==> src/design/pdens_pkg.sv <==
`timescale 1ns / 1ps
`default_nettype none
package pdens_pkg;

	// Fixed field widths of the stream items.
	localparam int COORD_W = 32;
	localparam int QUAT_W  = 16;
	localparam int SPACE_W = 31;

	// Operand width of the shared unit: a coordinate difference needs one extra bit.
	localparam int OPND_W  = COORD_W + 1;
	localparam int PROD_W  = 2 * OPND_W;
	localparam int DEN_W   = 7;

	// Operation codes of the shared unit.
	localparam logic OP_MUL = 1'b0;
	localparam logic OP_DIV = 1'b1;

	typedef struct packed {
		logic start;
		logic op;
	} unit_cmd_t;

endpackage
`default_nettype wire

==> src/design/pdens_iter_unit.sv <==
`timescale 1ns / 1ps
`default_nettype none
// Shared shift-add multiplier and restoring divider, one bit per cycle.
module pdens_iter_unit (
	input  wire logic                              clk,
	input  wire logic                              arst_n,
	input  wire pdens_pkg::unit_cmd_t              cmd,
	input  wire logic [pdens_pkg::OPND_W-1:0]      opa,
	input  wire logic [pdens_pkg::OPND_W-1:0]      opb,
	output logic                                   done,
	output logic [pdens_pkg::PROD_W-1:0]           prod,
	output logic [pdens_pkg::OPND_W-1:0]           quot,
	output logic [pdens_pkg::DEN_W-1:0]            rem
);

	localparam int CNT_W = $clog2(pdens_pkg::OPND_W + 1);

	logic                            busy_q;
	logic                            done_q;
	logic                            op_q;
	logic [CNT_W-1:0]                cnt_q;
	logic [pdens_pkg::PROD_W-1:0]    acc_q;
	logic [pdens_pkg::PROD_W-1:0]    mcand_q;
	logic [pdens_pkg::OPND_W-1:0]    mplier_q;
	logic [pdens_pkg::DEN_W+1:0]     trial;

	// Trial subtraction of the divisor from the shifted partial remainder.
	assign trial = {1'b0, acc_q[pdens_pkg::DEN_W-1:0], mplier_q[pdens_pkg::OPND_W-1]}
		- {2'b0, mcand_q[pdens_pkg::DEN_W-1:0]};

	always_ff @(posedge clk or negedge arst_n) begin
		if (!arst_n) begin
			busy_q <= 1'b0;
			done_q <= 1'b0;
			cnt_q  <= '0;
		end else begin
			done_q <= 1'b0;
			if (cmd.start) begin
				busy_q <= 1'b1;
				cnt_q  <= CNT_W'(pdens_pkg::OPND_W);
			end else if (busy_q) begin
				cnt_q <= cnt_q - 1'b1;
				if (cnt_q == CNT_W'(1)) begin
					busy_q <= 1'b0;
					done_q <= 1'b1;
				end
			end
		end
	end

	always_ff @(posedge clk) begin
		if (cmd.start) begin
			op_q  <= cmd.op;
			acc_q <= '0;
			if (cmd.op == pdens_pkg::OP_MUL) begin
				mcand_q  <= {{pdens_pkg::OPND_W{1'b0}}, opa};
				mplier_q <= opb;
			end else begin
				mcand_q  <= {{(pdens_pkg::PROD_W-pdens_pkg::DEN_W){1'b0}},
					opb[pdens_pkg::DEN_W-1:0]};
				mplier_q <= opa;
			end
		end else if (busy_q) begin
			if (op_q == pdens_pkg::OP_MUL) begin
				if (mplier_q[0])
					acc_q <= acc_q + mcand_q;
				mcand_q  <= mcand_q << 1;
				mplier_q <= mplier_q >> 1;
			end else begin
				if (!trial[pdens_pkg::DEN_W+1])
					acc_q <= pdens_pkg::PROD_W'(trial[pdens_pkg::DEN_W:0]);
				else
					acc_q <= pdens_pkg::PROD_W'({acc_q[pdens_pkg::DEN_W-1:0],
						mplier_q[pdens_pkg::OPND_W-1]});
				mplier_q <= {mplier_q[pdens_pkg::OPND_W-2:0], ~trial[pdens_pkg::DEN_W+1]};
			end
		end
	end

	assign done = done_q;
	assign prod = acc_q;
	assign quot = mplier_q;
	assign rem  = acc_q[pdens_pkg::DEN_W-1:0];

endmodule
`default_nettype wire

==> src/design/path_point_densifier_unit.sv <==
`timescale 1ns / 1ps
`default_nettype none
// Channel   Direction  Handshake           Payload
// s_*       in         s_tvalid/s_tready   tdata: waypoint pose, tuser: first_of_path
// m_*       out        m_tvalid/m_tready   tdata: point pose, tuser: flags, tlast: last_of_run
// cfg_*     in         cfg_valid/cfg_ready cfg_data: max_spacing
//
// A waypoint that starts a path, or comes with no previous pose, goes from the idle state
// straight to ST_CUR and into the output register. Any other waypoint goes through three
// squarings on the shared multiply/divide unit (33 shift-add steps each), a count search
// of one candidate per cycle (up to MAX_INTERMEDIATES) and, when intermediates are
// needed, two divisions and then ST_STEP and ST_INT for each intermediate point; ST_CUR
// then places the waypoint itself.
// Reset marks the previous pose as absent, restores the spacing register and empties the
// output register.
// The block takes no new item until the last result of the current one has been
// placed in the output register; a stalled output simply holds the sequencer for as long
// as the stall lasts.
module path_point_densifier_unit #(
	parameter int MAX_INTERMEDIATES = 63
) (
	input  wire logic         clk,
	input  wire logic         arst_n,
	input  wire logic         s_tvalid,
	output logic              s_tready,
	// pos_x, pos_y, pos_z, quat_x, quat_y, quat_z, quat_w
	input  wire logic [159:0] s_tdata,
	// first_of_path
	input  wire logic [0:0]   s_tuser,
	output logic              m_tvalid,
	input  wire logic         m_tready,
	// out_x, out_y, out_z, out_qx, out_qy, out_qz, out_qw
	output logic [159:0]      m_tdata,
	// is_intermediate, count_clipped
	output logic [1:0]        m_tuser,
	output logic              m_tlast,
	input  wire logic         cfg_valid,
	output logic              cfg_ready,
	input  wire logic [pdens_pkg::SPACE_W-1:0] cfg_data
);

	localparam int CW  = pdens_pkg::COORD_W;
	localparam int QW  = pdens_pkg::QUAT_W;
	localparam int OW  = pdens_pkg::OPND_W;
	localparam int DW  = pdens_pkg::DEN_W;
	localparam int D2W = pdens_pkg::PROD_W + 1;
	localparam int SQW = 76;
	localparam int QFW = CW + 3;
	localparam int JW  = DW - 1;

	localparam logic [3:0] ST_IDLE  = 4'd0;
	localparam logic [3:0] ST_KICK  = 4'd1;
	localparam logic [3:0] ST_SQX   = 4'd2;
	localparam logic [3:0] ST_SQY   = 4'd3;
	localparam logic [3:0] ST_SQS   = 4'd4;
	localparam logic [3:0] ST_CNT   = 4'd5;
	localparam logic [3:0] ST_DKICK = 4'd6;
	localparam logic [3:0] ST_DIVX  = 4'd7;
	localparam logic [3:0] ST_DIVY  = 4'd8;
	localparam logic [3:0] ST_STEP  = 4'd9;
	localparam logic [3:0] ST_INT   = 4'd10;
	localparam logic [3:0] ST_CUR   = 4'd11;

	logic [3:0]                   state_q;
	logic                         have_prev_q;
	logic [pdens_pkg::SPACE_W-1:0] spacing_q;
	logic [JW-1:0]                j_q;
	logic [JW-1:0]                n_q;
	logic                         clip_q;
	logic                         out_valid_q;

	// Current and previous poses.
	logic signed [CW-1:0] cur_x_q, cur_y_q, cur_z_q;
	logic [4*QW-1:0]      cur_q_q;
	logic signed [CW-1:0] prev_x_q, prev_y_q, prev_z_q;
	logic [4*QW-1:0]      prev_q_q;

	// Distance and count search.
	logic [D2W-1:0] d2_q;
	logic [SQW-1:0] sq_q;
	logic [SQW-1:0] inc_q;
	logic [SQW-1:0] s2x2_q;

	// Incremental interpolation: floor quotient and remainder for each axis.
	logic signed [QFW-1:0] qdx_q, qdy_q, qfx_q, qfy_q;
	logic [DW-1:0]         rdx_q, rdy_q, rx_q, ry_q;

	logic [159:0] out_data_q;
	logic [1:0]   out_user_q;
	logic         out_last_q;

	logic                 accept;
	logic                 out_free;
	logic                 out_load;
	logic [OW-1:0]        dx, dy, ax, ay;
	logic [DW-1:0]        den;
	logic                 unit_done;
	logic [pdens_pkg::PROD_W-1:0] unit_prod;
	logic [OW-1:0]        unit_quot;
	logic [DW-1:0]        unit_rem;
	pdens_pkg::unit_cmd_t cmd;
	logic [OW-1:0]        opa, opb;
	logic                 fits;
	logic signed [QFW-1:0] qd_now;
	logic [DW-1:0]         rd_now;
	logic                  neg_now;
	logic [DW:0]           sumx, sumy;
	logic                  gex, gey;
	logic signed [QFW-1:0] tx, ty;

	assign accept    = s_tvalid && s_tready;
	assign s_tready  = (state_q == ST_IDLE);
	assign cfg_ready = 1'b1;
	assign out_free  = !out_valid_q || m_tready;
	// A result enters the output register whenever the emitting states find it free.
	assign out_load  = out_free && ((state_q == ST_INT) || (state_q == ST_CUR));

	// Differences to the previous pose and their magnitudes.
	assign dx  = {cur_x_q[CW-1], cur_x_q} - {prev_x_q[CW-1], prev_x_q};
	assign dy  = {cur_y_q[CW-1], cur_y_q} - {prev_y_q[CW-1], prev_y_q};
	assign ax  = dx[OW-1] ? (~dx + 1'b1) : dx;
	assign ay  = dy[OW-1] ? (~dy + 1'b1) : dy;
	assign den = {1'b0, n_q} + 1'b1;

	// The point is inside the allowed spacing once the candidate square reaches d^2.
	assign fits = (SQW'(d2_q) <= sq_q);

	// Commands are issued from ST_KICK and ST_DKICK, then as the previous operation finishes.
	always_comb begin
		cmd.start = 1'b0;
		cmd.op    = pdens_pkg::OP_MUL;
		opa       = ax;
		opb       = ax;
		unique case (state_q)
			ST_KICK: begin
				cmd.start = 1'b1;
			end
			ST_SQX: begin
				cmd.start = unit_done;
				opa       = ay;
				opb       = ay;
			end
			ST_SQY: begin
				cmd.start = unit_done;
				opa       = OW'(spacing_q);
				opb       = OW'(spacing_q);
			end
			ST_DKICK: begin
				cmd.start = 1'b1;
				cmd.op    = pdens_pkg::OP_DIV;
				opb       = OW'(den);
			end
			ST_DIVX: begin
				cmd.start = unit_done;
				cmd.op    = pdens_pkg::OP_DIV;
				opa       = ay;
				opb       = OW'(den);
			end
			default: begin
				cmd.start = 1'b0;
			end
		endcase
	end

	pdens_iter_unit u_unit (
		.clk    (clk),
		.arst_n (arst_n),
		.cmd    (cmd),
		.opa    (opa),
		.opb    (opb),
		.done   (unit_done),
		.prod   (unit_prod),
		.quot   (unit_quot),
		.rem    (unit_rem)
	);

	// Turn the magnitude division into a floor division of the signed difference.
	always_comb begin
		neg_now = (state_q == ST_DIVX) ? dx[OW-1] : dy[OW-1];
		if (!neg_now) begin
			qd_now = QFW'(unit_quot);
			rd_now = unit_rem;
		end else if (unit_rem == '0) begin
			qd_now = -QFW'(unit_quot);
			rd_now = '0;
		end else begin
			qd_now = -QFW'(unit_quot) - QFW'(1);
			rd_now = den - unit_rem;
		end
	end

	// Adding the per-step increment carries out of the remainder at most once.
	assign sumx = {1'b0, rx_q} + {1'b0, rdx_q};
	assign sumy = {1'b0, ry_q} + {1'b0, rdy_q};
	assign gex  = (sumx >= {1'b0, den});
	assign gey  = (sumy >= {1'b0, den});

	// Floor quotient to truncation toward zero.
	assign tx = qfx_q + QFW'(qfx_q[QFW-1] && (rx_q != '0));
	assign ty = qfy_q + QFW'(qfy_q[QFW-1] && (ry_q != '0));

	always_ff @(posedge clk or negedge arst_n) begin
		if (!arst_n) begin
			state_q     <= ST_IDLE;
			have_prev_q <= 1'b0;
			spacing_q   <= pdens_pkg::SPACE_W'(13107);
			j_q         <= '0;
			n_q         <= '0;
			clip_q      <= 1'b0;
			out_valid_q <= 1'b0;
		end else begin
			if (cfg_valid && cfg_ready)
				spacing_q <= cfg_data;
			if (out_load)
				out_valid_q <= 1'b1;
			else if (m_tready)
				out_valid_q <= 1'b0;
			unique case (state_q)
				ST_IDLE: begin
					if (accept) begin
						clip_q <= 1'b0;
						if (s_tuser[0] || !have_prev_q)
							state_q <= ST_CUR;
						else
							state_q <= ST_KICK;
					end
				end
				ST_KICK: state_q <= ST_SQX;
				ST_SQX: begin
					if (unit_done)
						state_q <= ST_SQY;
				end
				ST_SQY: begin
					if (unit_done)
						state_q <= ST_SQS;
				end
				ST_SQS: begin
					if (unit_done) begin
						j_q     <= JW'(1);
						state_q <= ST_CNT;
					end
				end
				ST_CNT: begin
					if (fits) begin
						if (j_q == JW'(1)) begin
							state_q <= ST_CUR;
						end else begin
							n_q     <= j_q;
							state_q <= ST_DKICK;
						end
					end else if (j_q == JW'(MAX_INTERMEDIATES)) begin
						n_q     <= JW'(MAX_INTERMEDIATES);
						clip_q  <= 1'b1;
						state_q <= ST_DKICK;
					end else begin
						j_q <= j_q + 1'b1;
					end
				end
				ST_DKICK: state_q <= ST_DIVX;
				ST_DIVX: begin
					if (unit_done)
						state_q <= ST_DIVY;
				end
				ST_DIVY: begin
					if (unit_done) begin
						j_q     <= JW'(1);
						state_q <= ST_STEP;
					end
				end
				ST_STEP: state_q <= ST_INT;
				ST_INT: begin
					if (out_free) begin
						if (j_q == n_q) begin
							state_q <= ST_CUR;
						end else begin
							j_q     <= j_q + 1'b1;
							state_q <= ST_STEP;
						end
					end
				end
				ST_CUR: begin
					if (out_free) begin
						have_prev_q <= 1'b1;
						state_q     <= ST_IDLE;
					end
				end
				default: state_q <= ST_IDLE;
			endcase
		end
	end

	always_ff @(posedge clk) begin
		if (accept) begin
			cur_x_q <= s_tdata[31:0];
			cur_y_q <= s_tdata[63:32];
			cur_z_q <= s_tdata[95:64];
			cur_q_q <= s_tdata[159:96];
		end
		if (state_q == ST_SQX && unit_done)
			d2_q <= D2W'(unit_prod);
		if (state_q == ST_SQY && unit_done)
			d2_q <= d2_q + D2W'(unit_prod);
		// Squares of j * spacing grow by spacing^2 * (2j + 1) from one j to the next.
		if (state_q == ST_SQS && unit_done) begin
			sq_q   <= SQW'(unit_prod);
			inc_q  <= SQW'(unit_prod) + (SQW'(unit_prod) << 1);
			s2x2_q <= SQW'(unit_prod) << 1;
		end
		if (state_q == ST_CNT) begin
			sq_q  <= sq_q + inc_q;
			inc_q <= inc_q + s2x2_q;
		end
		if (state_q == ST_DIVX && unit_done) begin
			qdx_q <= qd_now;
			rdx_q <= rd_now;
		end
		if (state_q == ST_DIVY && unit_done) begin
			qdy_q <= qd_now;
			rdy_q <= rd_now;
			qfx_q <= QFW'(prev_x_q);
			qfy_q <= QFW'(prev_y_q);
			rx_q  <= '0;
			ry_q  <= '0;
		end
		if (state_q == ST_STEP) begin
			rx_q  <= gex ? DW'(sumx - {1'b0, den}) : sumx[DW-1:0];
			ry_q  <= gey ? DW'(sumy - {1'b0, den}) : sumy[DW-1:0];
			qfx_q <= qfx_q + qdx_q + QFW'(gex);
			qfy_q <= qfy_q + qdy_q + QFW'(gey);
		end
		if (state_q == ST_INT && out_free) begin
			out_data_q <= {prev_q_q, prev_z_q, ty[CW-1:0], tx[CW-1:0]};
			out_user_q <= {clip_q, 1'b1};
			out_last_q <= 1'b0;
		end
		if (state_q == ST_CUR && out_free) begin
			out_data_q <= {cur_q_q, cur_z_q, cur_y_q, cur_x_q};
			out_user_q <= {clip_q, 1'b0};
			out_last_q <= 1'b1;
			prev_x_q   <= cur_x_q;
			prev_y_q   <= cur_y_q;
			prev_z_q   <= cur_z_q;
			prev_q_q   <= cur_q_q;
		end
	end

	assign m_tvalid = out_valid_q;
	assign m_tdata  = out_data_q;
	assign m_tuser  = out_user_q;
	assign m_tlast  = out_last_q;

endmodule
`default_nettype wire

==> config.mk <==
export PLATFORM = sky130hd
export DESIGN_NAME = path_point_densifier_unit
export DESIGN_NICKNAME = d
export VERILOG_FILES = /design/src/design/pdens_pkg.sv /design/src/design/pdens_iter_unit.sv /design/src/design/path_point_densifier_unit.sv
export SDC_FILE = /design/constraint.sdc
export NUM_CORES = 2
export LEC_CHECK = 0
export ABC_AREA = 0
export BUFFER_PORTS_ARGS = -buffer_cell sky130_fd_sc_hd__buf_2
export CAP_MARGIN = 20
export CORE_ASPECT_RATIO = 0.8
export CORE_MARGIN = 2
export CORE_UTILIZATION = 65
export CTS_BUF_LIST = sky130_fd_sc_hd__clkbuf_8
export DETAILED_ROUTE_END_ITERATION = 8
export PLACE_DENSITY = 0.84
export SLEW_MARGIN = 10
export SYNTH_ARGS = -nofsm -noshare
export SYNTH_HDL_FRONTEND = slang
export SYNTH_SLANG_ARGS = --single-unit
==> constraint.sdc <==
create_clock -name clk -period 17.8 [get_ports clk]
set_clock_uncertainty 0.05 [all_clocks]
set_input_delay 2.67 -clock clk [delete_from_list [all_inputs] [get_ports clk]]
set_output_delay 2.67 -clock clk [all_outputs]
set_load 0.01 [all_outputs]
==> reports/metrics.cfg <==
[yosys]
yosysWarningCount = 0
avgSynthCellArea_um2 = 9.65
netlist.area_leader.share = 0.407
yosys-top-cells-count = nand2_1 (1058), edfxtp_1 (1034), o21ai_0 (649), a21oi_1 (634), ha_1 (592)
synthesis.nets = 8714
synth_cells = 7908
synth-edff-count = 1034
ys_types = 94
synth-seq-cells = 1160
yosysSeqAreaShare = 0.444
synth_top_cell_by_area = edfxtp_1
synth_ff_type = edfxtp_1
synthTopCellsByArea = edfxtp_1 (41%), ha_1 (9.7%), nand2_1 (5.2%)
synthesis.area_mm2 = 0.0763
synth_most_common_cell = nand2_1
async_flop_share = 0.0500

[route]
drt_iter0_markers = 7519
drt_drc_violations_left = 0
ant_nets = 0
vias_per_cell = 6.49
avgRoutedWirePerCell_um = 22.7
vias = 64284
dr.pass1.iters = 9
wl_um = 225000

[pwr]
p_leak_nw = 34.2
powerDensity_mw_per_mm2 = 64.2
vdd_drop_max_mv = 0.125
power_mw = 5.35

[clocking]
htreeDepth = 4
cts_buffers = 186
clock_latency_ns = 0.97
cts.sinks = 1160
cts_setup_buffers = 0
path_clk_slew_ns = 0.07
hold_buffers = 0
clockRootBuffer = clkbuf_8
clk_path_buf_depth = 3
cts_tree = done
cts_resized = 0

[final_layout]
layout.nets = 9006
syn_to_final_growth_pct = 9.02
final_layout_size_suffix_gt1_frac = 0.0967
finish.utilization = 0.714
finalNonFillerCells = 9911

[sta]
timing.fmax_ghz = 0.139
finalHoldViolCount = 0
slew_violations = 0
tightest_slew_ns = 1.19
setup_viol = 0
slew_headroom = 0.204
timing.final.crit_period_ns = 7.22
rsz0062_at_grt = false
tns_ns = 0
post-route-period-util = 0.406
hold_ws_ns = 0.388

[place]
hpwl_um = 169000
gp_congestion = 0.979
dp.cells = 9547
portBuffers = 361

[die]
rows = 112
die-area_mm2 = 0.120
coreArea_mm2 = 0.117
pin_count = 363
die_y_um = 311
die_w_um = 387
initial_core_util = 0.655

[grt]
first_global_vias = 60248
grt_usage = 0.365
grt_start_max_net_pins = 164
grt_pass1_wl_um = 346000
grt_antenna_before_repair = 20
overflow = 0

[outcome]
run_status = finished clean

[critical_path]
cp_data_arrival_time_ns = 7.85
cp-end-kind = flop
crit_type = reg2reg
start_kind = flop
crit_required_ns = 18.43
critPathMaxFanout = 4

[flow_run]
max_cap_viol_count = 0

[worst_hold_path]
min_path_type = reg2reg

cells by family after synthesis:
| kind of cell | synth area share |
|---|---|
| adders and majority gates | 0.102 |
| and+or+nand+nor | 0.146 |
| buffers and inverters | 0.0320 |
| muxes | 0.0122 |
| DFF | 0.444 |
| AOI/OAI and AO/OA | 0.194 |
| xor gates and xnor gates | 0.0708 |
| other | 0.0000491 |
power breakdown:
| part | switching, mW | leakage [nW] | internal [mW] |
|---|---|---|---|
| logic | 0.0185 | 21.5 | 0.0217 |
| clock network | 1.18 | 2.10 | 1.18 |
| registers | 0.00846 | 10.6 | 2.94 |
critical path, cell delays in order (launching register included):
cell	delay, ns
edfxtp_1	0.40
ha_1	0.23
fa_1	0.41
xor2_1	0.28
ha_1	0.34
a21o_1	0.21
a21oi_1	0.23
o21bai_1	0.09
a21oi_1	0.21
o21ai_0	0.12
a21oi_1	0.18
o21ai_1	0.17
fa_1	0.45
fa_1	0.42
a21o_1	0.17
a21oi_1	0.20
o21bai_1	0.18
a211oi_1	0.52
o21ai_0	0.34
o221ai_1	0.35
o21ai_0	0.21
nand2_1	0.11
o21ai_0	0.24
a31o_2	0.38
a211oi_1	0.24
xnor2_1	0.15
o21ai_0	0.08
layout by cell type, fill, tap and decap left out, drive strengths merged, types with 90 or more instances in the layout:
master  count
a21o      354
a21oi     634
and3       94
buf       425
clkbuf    197
edfxtp   1034
ha        592
inv       388
nand2    1058
nand3     164
nand4      93
nor2      479
nor2b      90
nor3      115
o21ai     657
o21bai     93
xnor2     349
xor2      267
registers in the layout, indices dropped and copies added, names as in the netlist, 33 cells and up:
name	flops
inc_q	76
sq_q	76
u_unit.prod	66
prev_q_q	64
m_tdata	160
qfy_q	35
cur_q_q	64
qfx_q	35
qdy_q	35
u_unit.quot	33
s2x2_q	66
qdx_q	35
u_unit.mcand_q	66
d2_q	67
final cells by class:
type,instances,area [µm²]
fill,8732,33400
timing repair buffer,426,2310
clock buffer,196,2700
clock inverter,148,1000
inverter,327,1240
antenna,16,40.0
sequential,1160,33900
tap,1539,1930
multi-input combinational,6099,40100
routing by layer:
layer | track usage | wire [µm]
met5 | 0 | 34
met4 | 0.120 | 7160
met3 | 0.0945 | 27100
met2 | 0.536 | 95500
met1 | 0.529 | 95600
through the flow:
stage                     instance area (µm²)  worst slack, ns
final                                   83200            10.58
after global routing                    83200            10.08
after CTS                               83100            10.62
after detailed placement                79400            10.64
after global placement                  79400            10.83
after floorplan                         76300             1.58
worst paths after layout:
path	end	slack, ns	start	cells past startpoint
setup reg to reg	qfy_q[34]$_DFFE_PP_	10.58	ry_q[0]$_SDFFCE_PN0P_	26
setup / recovery	qfy_q[34]$_DFFE_PP_	10.58	ry_q[0]$_SDFFCE_PN0P_	26
max in group asynchronous	state_q[0]$_DFFE_PN0P_	15.24	arst_n	2
min in group asynchronous	spacing_q[30]$_DFFE_PN0P_	1.85	arst_n	2
hold reg to reg	prev_z_q[26]$_DFFE_PP_	0.39	cur_z_q[26]$_DFFE_PP_	0
hold / removal	prev_z_q[26]$_DFFE_PP_	0.39	cur_z_q[26]$_DFFE_PP_	0
(Power assumes the default switching activity.)
